[src/rtl/mi_pkg.sv]
// ----------------------------------------------------------------------------
// mi_pkg
// shared widths, register map and controller/datapath interface types
// ----------------------------------------------------------------------------
package mi_pkg;

  localparam int DATA_WIDTH = 32;
  localparam int K_W        = $clog2(DATA_WIDTH);
  localparam int ADDR_WIDTH = 3;

  // register index, taken from paddr bit 2
  localparam logic REG_MODULUS = 1'b0;

  // commands from the controller to the datapath
  typedef struct packed {
    logic load;      // take a new word and the modulus
    logic shift_up;  // align divisor one more bit
    logic reduce;    // conditional subtract, shift divisor back down
    logic last;      // last reduce of a step: swap the remainder pair
    logic sign_upd;  // swap also advances the coefficient signs
    logic finish;    // normalize and write the result register
  } mi_cmd_t;

  // status from the datapath to the controller
  typedef struct packed {
    logic m_zero;
    logic d_zero;
    logic can_shift;
    logic k_zero;
  } mi_stat_t;

endpackage

[src/rtl/mi_dp.sv]
// ----------------------------------------------------------------------------
// mi_dp
// extended euclid datapath: shift-subtract quotient steps and result register
// ----------------------------------------------------------------------------
module mi_dp (
  input  logic                          clk,
  input  mi_pkg::mi_cmd_t               cmd,
  output mi_pkg::mi_stat_t              stat,
  input  logic [mi_pkg::DATA_WIDTH-1:0] value_in,
  input  logic [mi_pkg::DATA_WIDTH-1:0] modulus_in,
  output logic [mi_pkg::DATA_WIDTH-1:0] inverse,
  output logic                          invertible
);
  import mi_pkg::*;

  logic [DATA_WIDTH-1:0] rem;   // r0
  logic [DATA_WIDTH-1:0] acc;   // |coefficient of r0|
  logic [DATA_WIDTH-1:0] d;     // r1, shifted during a step
  logic [DATA_WIDTH-1:0] dm;    // |coefficient of r1|, shifted with d
  logic [K_W-1:0]        k;
  logic                  neg0;
  logic                  neg1;
  logic [DATA_WIDTH-1:0] mreg;

  logic                  ge;
  logic [DATA_WIDTH-1:0] rem_red;
  logic [DATA_WIDTH-1:0] acc_red;
  logic                  ok;
  logic [DATA_WIDTH-1:0] mag_mod;
  logic [DATA_WIDTH-1:0] norm;

  always_comb begin
    ge      = (rem >= d);
    rem_red = ge ? (rem - d) : rem;
    acc_red = ge ? (acc + dm) : acc;
    ok      = (mreg != '0) && (rem == DATA_WIDTH'(1));
    // coefficient magnitude never exceeds the modulus: one subtract reduces it
    mag_mod = (acc >= mreg) ? (acc - mreg) : acc;
    norm    = (neg0 && (mag_mod != '0)) ? (mreg - mag_mod) : mag_mod;
  end

  assign stat.m_zero    = (mreg == '0);
  assign stat.d_zero    = (d == '0);
  assign stat.can_shift = ({d, 1'b0} <= {1'b0, rem});
  assign stat.k_zero    = (k == '0);

  always_ff @(posedge clk) begin
    if (cmd.load) begin
      rem  <= value_in;
      acc  <= DATA_WIDTH'(1);
      d    <= modulus_in;
      dm   <= '0;
      k    <= '0;
      neg0 <= 1'b0;
      neg1 <= 1'b0;
      mreg <= modulus_in;
    end else if (cmd.shift_up) begin
      d  <= {d[DATA_WIDTH-2:0], 1'b0};
      dm <= {dm[DATA_WIDTH-2:0], 1'b0};
      k  <= k + 1'b1;
    end else if (cmd.reduce) begin
      if (cmd.last) begin
        rem <= d;
        d   <= rem_red;
        acc <= dm;
        dm  <= acc_red;
        if (cmd.sign_upd) begin
          neg0 <= neg1;
          neg1 <= ~neg1;
        end
      end else begin
        rem <= rem_red;
        acc <= acc_red;
        d   <= {1'b0, d[DATA_WIDTH-1:1]};
        dm  <= {1'b0, dm[DATA_WIDTH-1:1]};
        k   <= k - 1'b1;
      end
    end
    if (cmd.finish) begin
      invertible <= ok;
      inverse    <= ok ? norm : '0;
    end
  end

endmodule

[src/rtl/mi_ctrl.sv]
// ----------------------------------------------------------------------------
// mi_ctrl
// controller: sequences the quotient steps and owns both handshakes
// ----------------------------------------------------------------------------
module mi_ctrl (
  input  logic             clk,
  input  logic             rst,
  input  logic             in_valid,
  output logic             in_ready,
  output logic             out_valid,
  input  logic             out_ready,
  output mi_pkg::mi_cmd_t  cmd,
  input  mi_pkg::mi_stat_t stat
);
  import mi_pkg::*;

  localparam logic [2:0] S_IDLE   = 3'd0;
  localparam logic [2:0] S_START  = 3'd1;
  localparam logic [2:0] S_ALIGN  = 3'd2;
  localparam logic [2:0] S_REDUCE = 3'd3;
  localparam logic [2:0] S_FINISH = 3'd4;

  logic [2:0] state;
  logic [2:0] state_next;
  logic       pre;  // first pass reduces value modulo the modulus

  assign in_ready = (state == S_IDLE);

  always_comb begin
    cmd        = '0;
    state_next = state;
    unique case (state)
      S_IDLE: begin
        if (in_valid) begin
          cmd.load   = 1'b1;
          state_next = S_START;
        end
      end
      S_START: begin
        state_next = stat.m_zero ? S_FINISH : S_ALIGN;
      end
      S_ALIGN: begin
        if (stat.d_zero) begin
          state_next = S_FINISH;
        end else if (stat.can_shift) begin
          cmd.shift_up = 1'b1;
        end else begin
          state_next = S_REDUCE;
        end
      end
      S_REDUCE: begin
        cmd.reduce = 1'b1;
        if (stat.k_zero) begin
          cmd.last     = 1'b1;
          cmd.sign_upd = ~pre;
          state_next   = S_ALIGN;
        end
      end
      S_FINISH: begin
        if (!out_valid || out_ready) begin
          cmd.finish = 1'b1;
          state_next = S_IDLE;
        end
      end
      default: begin
        state_next = S_IDLE;
      end
    endcase
  end

  always_ff @(posedge clk) begin
    if (rst) begin
      state     <= S_IDLE;
      pre       <= 1'b0;
      out_valid <= 1'b0;
    end else begin
      state <= state_next;
      if (cmd.load) begin
        pre <= 1'b1;
      end else if (cmd.reduce && cmd.last) begin
        pre <= 1'b0;
      end
      if (cmd.finish) begin
        out_valid <= 1'b1;
      end else if (out_ready) begin
        out_valid <= 1'b0;
      end
    end
  end

  a_accept_starts: assert property (@(posedge clk) disable iff (rst)
    (in_valid && in_ready) |=> (state == S_START))
    else $error("accepted word did not start a computation");

  a_pre_divisor: assert property (@(posedge clk) disable iff (rst)
    (state == S_ALIGN && pre) |-> !stat.d_zero)
    else $error("zero divisor during initial reduction");

  a_reduce_runs: assert property (@(posedge clk) disable iff (rst)
    (state == S_REDUCE && !stat.k_zero) |=> (state == S_REDUCE))
    else $error("reduce left before shift count reached zero");

  a_result_source: assert property (@(posedge clk) disable iff (rst)
    $rose(out_valid) |-> ($past(state) == S_FINISH))
    else $error("result word raised outside finish");

endmodule

[src/rtl/modular_inverse_top.sv]
// ----------------------------------------------------------------------------
// modular_inverse_top
// modular inverse by the extended euclidean algorithm, apb modulus register
// ----------------------------------------------------------------------------
// run time: grows with k summed over the euclid steps, k = number of align
//   shifts in the step (bit length of the quotient minus one, zero for a zero
//   quotient), counting the initial value-mod-modulus pass as a step; a zero
//   modulus goes straight to finish; the one shared shift-subtract unit does
//   one align or reduce step per cycle
// throughput: one word at a time; the next word is taken while a result waits,
//   but its finish stalls until that result is accepted
// reset: rst synchronous active high, modulus returns to 1, no word in flight
// ----------------------------------------------------------------------------
module modular_inverse_top (
  input  logic                          clk,
  input  logic                          rst,
  // input channel
  input  logic                          in_valid,
  output logic                          in_ready,
  input  logic [mi_pkg::DATA_WIDTH-1:0] value,
  // result channel
  output logic                          out_valid,
  input  logic                          out_ready,
  output logic [mi_pkg::DATA_WIDTH-1:0] inverse,
  output logic                          invertible,
  // configuration port
  input  logic                          psel,
  input  logic                          penable,
  input  logic                          pwrite,
  input  logic [mi_pkg::ADDR_WIDTH-1:0] paddr,
  input  logic [31:0]                   pwdata,
  output logic [31:0]                   prdata,
  output logic                          pready
);
  import mi_pkg::*;

  logic [DATA_WIDTH-1:0] modulus;
  mi_cmd_t               cmd;
  mi_stat_t              stat;
  logic                  reg_hit;

  // register index is paddr bit 2; byte lane bits are ignored
  assign reg_hit = (paddr[2] == REG_MODULUS);
  assign pready  = 1'b1;
  assign prdata  = reg_hit ? modulus : '0;

  // modulus register: user writes it only while no word is in flight; not enforced
  always_ff @(posedge clk) begin
    if (rst) begin
      modulus <= DATA_WIDTH'(1);
    end else if (psel && penable && pwrite && pready && reg_hit) begin
      modulus <= pwdata;
    end
  end

  // controller: accept, step sequencing, result handshake
  mi_ctrl u_ctrl (
    .clk       (clk),
    .rst       (rst),
    .in_valid  (in_valid),
    .in_ready  (in_ready),
    .out_valid (out_valid),
    .out_ready (out_ready),
    .cmd       (cmd),
    .stat      (stat)
  );

  // datapath: remainder and coefficient registers, normalization, result word
  mi_dp u_dp (
    .clk        (clk),
    .cmd        (cmd),
    .stat       (stat),
    .value_in   (value),
    .modulus_in (modulus),
    .inverse    (inverse),
    .invertible (invertible)
  );

endmodule

[config.mk]
export PLATFORM = sky130hd
export DESIGN_NAME = modular_inverse_top
export DESIGN_NICKNAME = d
export VERILOG_FILES = /design/src/rtl/mi_pkg.sv /design/src/rtl/mi_dp.sv /design/src/rtl/mi_ctrl.sv /design/src/rtl/modular_inverse_top.sv
export SDC_FILE = /design/constraint.sdc
export NUM_CORES = 1
export LEC_CHECK = 0
export BUFFER_PORTS_ARGS = -buffer_cell sky130_fd_sc_hd__buf_2
export CAP_MARGIN = 20
export CELL_PAD_IN_SITES_DETAIL_PLACEMENT = 0
export CELL_PAD_IN_SITES_GLOBAL_PLACEMENT = 2
export CORE_AREA = 10 10 229 231
export DETAILED_ROUTE_END_ITERATION = 10
export DIE_AREA = 0 0 239 241
export GPL_ROUTABILITY_DRIVEN = 0
export HOLD_SLACK_MARGIN = 0.03
export PLACE_DENSITY_LB_ADDON = 0.1
export SYNTH_ARGS = -nofsm -noshare
export SYNTH_HDL_FRONTEND = slang
export SYNTH_SLANG_ARGS = --single-unit
export TNS_END_PERCENT = 10
[constraint.sdc]
create_clock -name clk -period 20.4 [get_ports clk]
set_clock_uncertainty 0.15 [all_clocks]
set_input_delay 6.12 -clock clk [delete_from_list [all_inputs] [get_ports clk]]
set_output_delay 6.12 -clock clk [all_outputs]
set_load 0.01 [all_outputs]
==> out/results.ini <==
[sta]
maxSlewHeadroom_pct = 29.7
rsz0062_at_grt = no
drv_slew = 0
fin_crit_ns = 13.21
max_freq_mhz = 75.7
setup_tns_ns = 0
worstMarginPinSlew_ns = 1.03
setup_violations = 0
fin_crit_sh_pct = 64.8
hold_viol_final = 0

[run_status]
status = finished, final reports clean

[synth]
synthMuxAreaShare_pct = 4.74
synth_seq_area_share_pct = 31.0
syn_avg_cell_area_um2 = 8.21
synthAdderAreaFrac_pct = 10.5
syn-cell-area_um2 = 19500
yosys_most_used_dff = edfxtp_1
yosys.area.top_type_share_pct = 19.9
synth_edf_count = 129
synthArstFlopShare_pct = 0
synth_top_cell_by_area = edfxtp_1
syn_nets = 2594
synth-simple-area-share_pct = 17.3
synthTopCellsByArea = edfxtp_1 (20%), dfxtp_1 (11%), ha_1 (9.1%), a21oi_1 (6.1%), nand2_1 (4.5%)
synth-seq-cells = 237
synthCells = 2373
ys_types = 100
synth_xor_area_share_pct = 5.80
synth_top_family_by_area = compound AO/OA/AOI/OAI gates
synth-compound-area-share_pct = 25.4
yosys_warnings = 0

[setup_path]
cp.arrival_ns = 6.94
cp_max_fo = 34
cp-end-kind = output port
critPathRequiredTime_ns = 14.13
cp-start-kind = input pin
worstSetupPathType = input pin to output port

[job]
cap_viol_max_count = 0

[detailed_routing]
viasPerCell = 5.84
drt_iter0_drc = 1281
route.vias.total = 18000
wirelength_mm = 66.8
wire_per_inst_um = 21.7
postRouteAntennaNets = 0
route.detailed.drc = 0
dr.pass1.iters = 5

[cts]
cts_hold_buf = 0
cts_root_buf = clkbuf_16
cts_setup_buffers = 0
clk_pin_slew_ns = 0.06
htree_levels = 1
insertion_delay_ns = 0.59
cts.sinks = 237
cts_resized = 0
cts_buffer_depth = 3
cts_tree = yes
cts_buffers = 30

[power_and_ir_drop]
power_density_nw_per_um2 = 126
p_leak_nw = 8.84
ir_worst_vdd_mv = 0.145

[final_layout]
drive_gt1_share_pct = 10.7
fillers = 4757
postLayoutCoreUtil_pct = 45.7
area_growth_pct = 11.6
fin_nets = 2665

[die]
dieArea_um2 = 57600
die_y_um = 241
die_w_um = 239
fp.coreArea_um2 = 47500
start_util_pct = 41.0
io_pins = 142
num_rows = 80

[global_route]
antenna_found_initial = 3
grt_pass1_wl_mm = 104
gr-total-overflow = 0
grt_max_degree = 74
grt_pass1_vias = 17800
grt_usage_pct = 22.8

[place]
port_buffers = 138
post-dp-hpwl_mm = 48.9

[hold_path]
min_path_type = flop to flop

[per-stage QoR]
| step | instance area [um^2] | power (mW) | setup WS (ns) | hold WS (ns) | std cells |
|---|---|---|---|---|---|
| after floorplan | 19500 | 1.77 | 7.63 | 0.293 | 2373 |
| after global placement | 20700 | 2.14 | 7.27 | 0.307 | 3027 |
| after detailed placement | 20700 | 2.16 | 7.20 | 0.314 | 3027 |
| after CTS | 21700 | 2.74 | 7.19 | 0.326 | 3083 |
| after global routing | 21700 | 2.96 | 7.12 | 0.351 | 3084 |
| final | 21700 | 2.73 | 7.19 | 0.323 | 3085 |
[cells by family (layout without fill, tap and decap cells)]
kind of cell,Yosys count,after routing
xor gates and xnor gates,129,129
other,1,3
AOI/OAI and AO/OA,778,778
buffers and inverters,264,359
and+or+nand+nor,709,709
muxes,91,91
adders and majority gates,164,164
DFF,237,237
[area by class of cell]
| type | count | area (um^2) | area share, % |
|---|---|---|---|
| clock buffer | 38 | 812 | 3.74 |
| clock inverter | 18 | 244 | 1.12 |
| multi-input combinational | 1872 | 12500 | 57.4 |
| antenna | 2 | 5.00 | 0.0230 |
| timing repair buffer | 160 | 856 | 3.94 |
| sequential | 237 | 6040 | 27.8 |
| inverter | 143 | 539 | 2.48 |
| tap | 615 | 769 | 3.54 |
[report_power, final]
| part | switching, mW | internal, mW | leakage [nW] |
|---|---|---|---|
| combinational | 0.881 | 0.523 | 6.22 |
| sequential | 0.126 | 0.627 | 2.11 |
| clock | 0.219 | 0.356 | 0.514 |
| total | 1.23 | 1.51 | 8.84 |
[cell usage after synthesis (15+ instances only)]
library cell and number:
xnor2_1 100, a31oi_1 21, clkbuf_1 96, ha_1 142
a22oi_1 46, maj3_1 16, o21a_1 31, nor4_1 31
and3_1 19, nand2b_1 15, and2_1 15, nor2b_1 45
o22ai_1 25, o31ai_1 21, nand2_1 235, nand4_1 29
dfxtp_1 108, edfxtp_1 129, a211oi_1 20, inv_1 142
nor3_1 37, mux2i_1 86, nand3_1 34, nor2_1 195
o21ai_0 169, a21o_1 67, a21oi_1 238, xor2_1 29
[final timing paths]
path,end,depth (start not counted),startpoint,slack (ns)
max,prdata[31],3,paddr[2],7.19
min,u_dp.neg0,2,u_dp.neg1,0.32
max reg2reg,u_dp.inverse[31],23,u_dp.mreg[19],12.42
min reg2reg,u_dp.neg0,2,u_dp.neg1,0.32
[registers in the layout, summed over array words and instances, names as in the netlist, 3 cells and up]
name          flops
u_dp.d           32
u_dp.rem         32
u_dp.k            5
u_dp.dm          32
u_dp.inverse     32
u_dp.acc         32
u_dp.mreg        32
modulus          32
u_ctrl.state      3
[worst max-delay path, stage by stage]
cell and delay (ns):
buf_2 0.49, nor2b_1 0.13, buf_2 0.17
[placed cells by master, fill, tap and decap left out, types with 8 or more instances in the layout]
cell type and instances:
a21o_1 66, maj3_1 16, and2_1 14, a22oi_1 46, buf_2 138, clkbuf_16 31
xor2_1 29, nor2_1 191, dfxtp_1 108, xnor2_1 100, o21bai_1 13, o31ai_1 21
inv_1 142, or3_1 9, nand2b_1 15, nor3_1 36, o21a_1 31, o21ai_0 169
or2_2 11, buf_4 22, a221oi_1 11, nand2_1 232, nor2b_1 45, o22ai_1 25
edfxtp_1 129, mux2i_1 86, ha_1 142, nand4_1 29, a31oi_1 21, a21oi_1 237
nor4_1 31, o211ai_1 8, a21boi_0 9, a211oi_1 20, and3_1 18, nand3_1 34
o21ai_1 8
[routing by layer]
metal | up-vias | part of all wire [%] | wire length [um] | GRT usage (%)
met2 | 412 | 47 | 31300 | 38.7
met4 | 0 | 3.0 | 2040 | 7.51
met5 | - | 0 | 0 | 0
met1 | 8678 | 45 | 30300 | 29.6
met3 | 87 | 4.7 | 3170 | 2.91
li1 | 8833 | - | - | -
(Power assumes the default switching activity.)
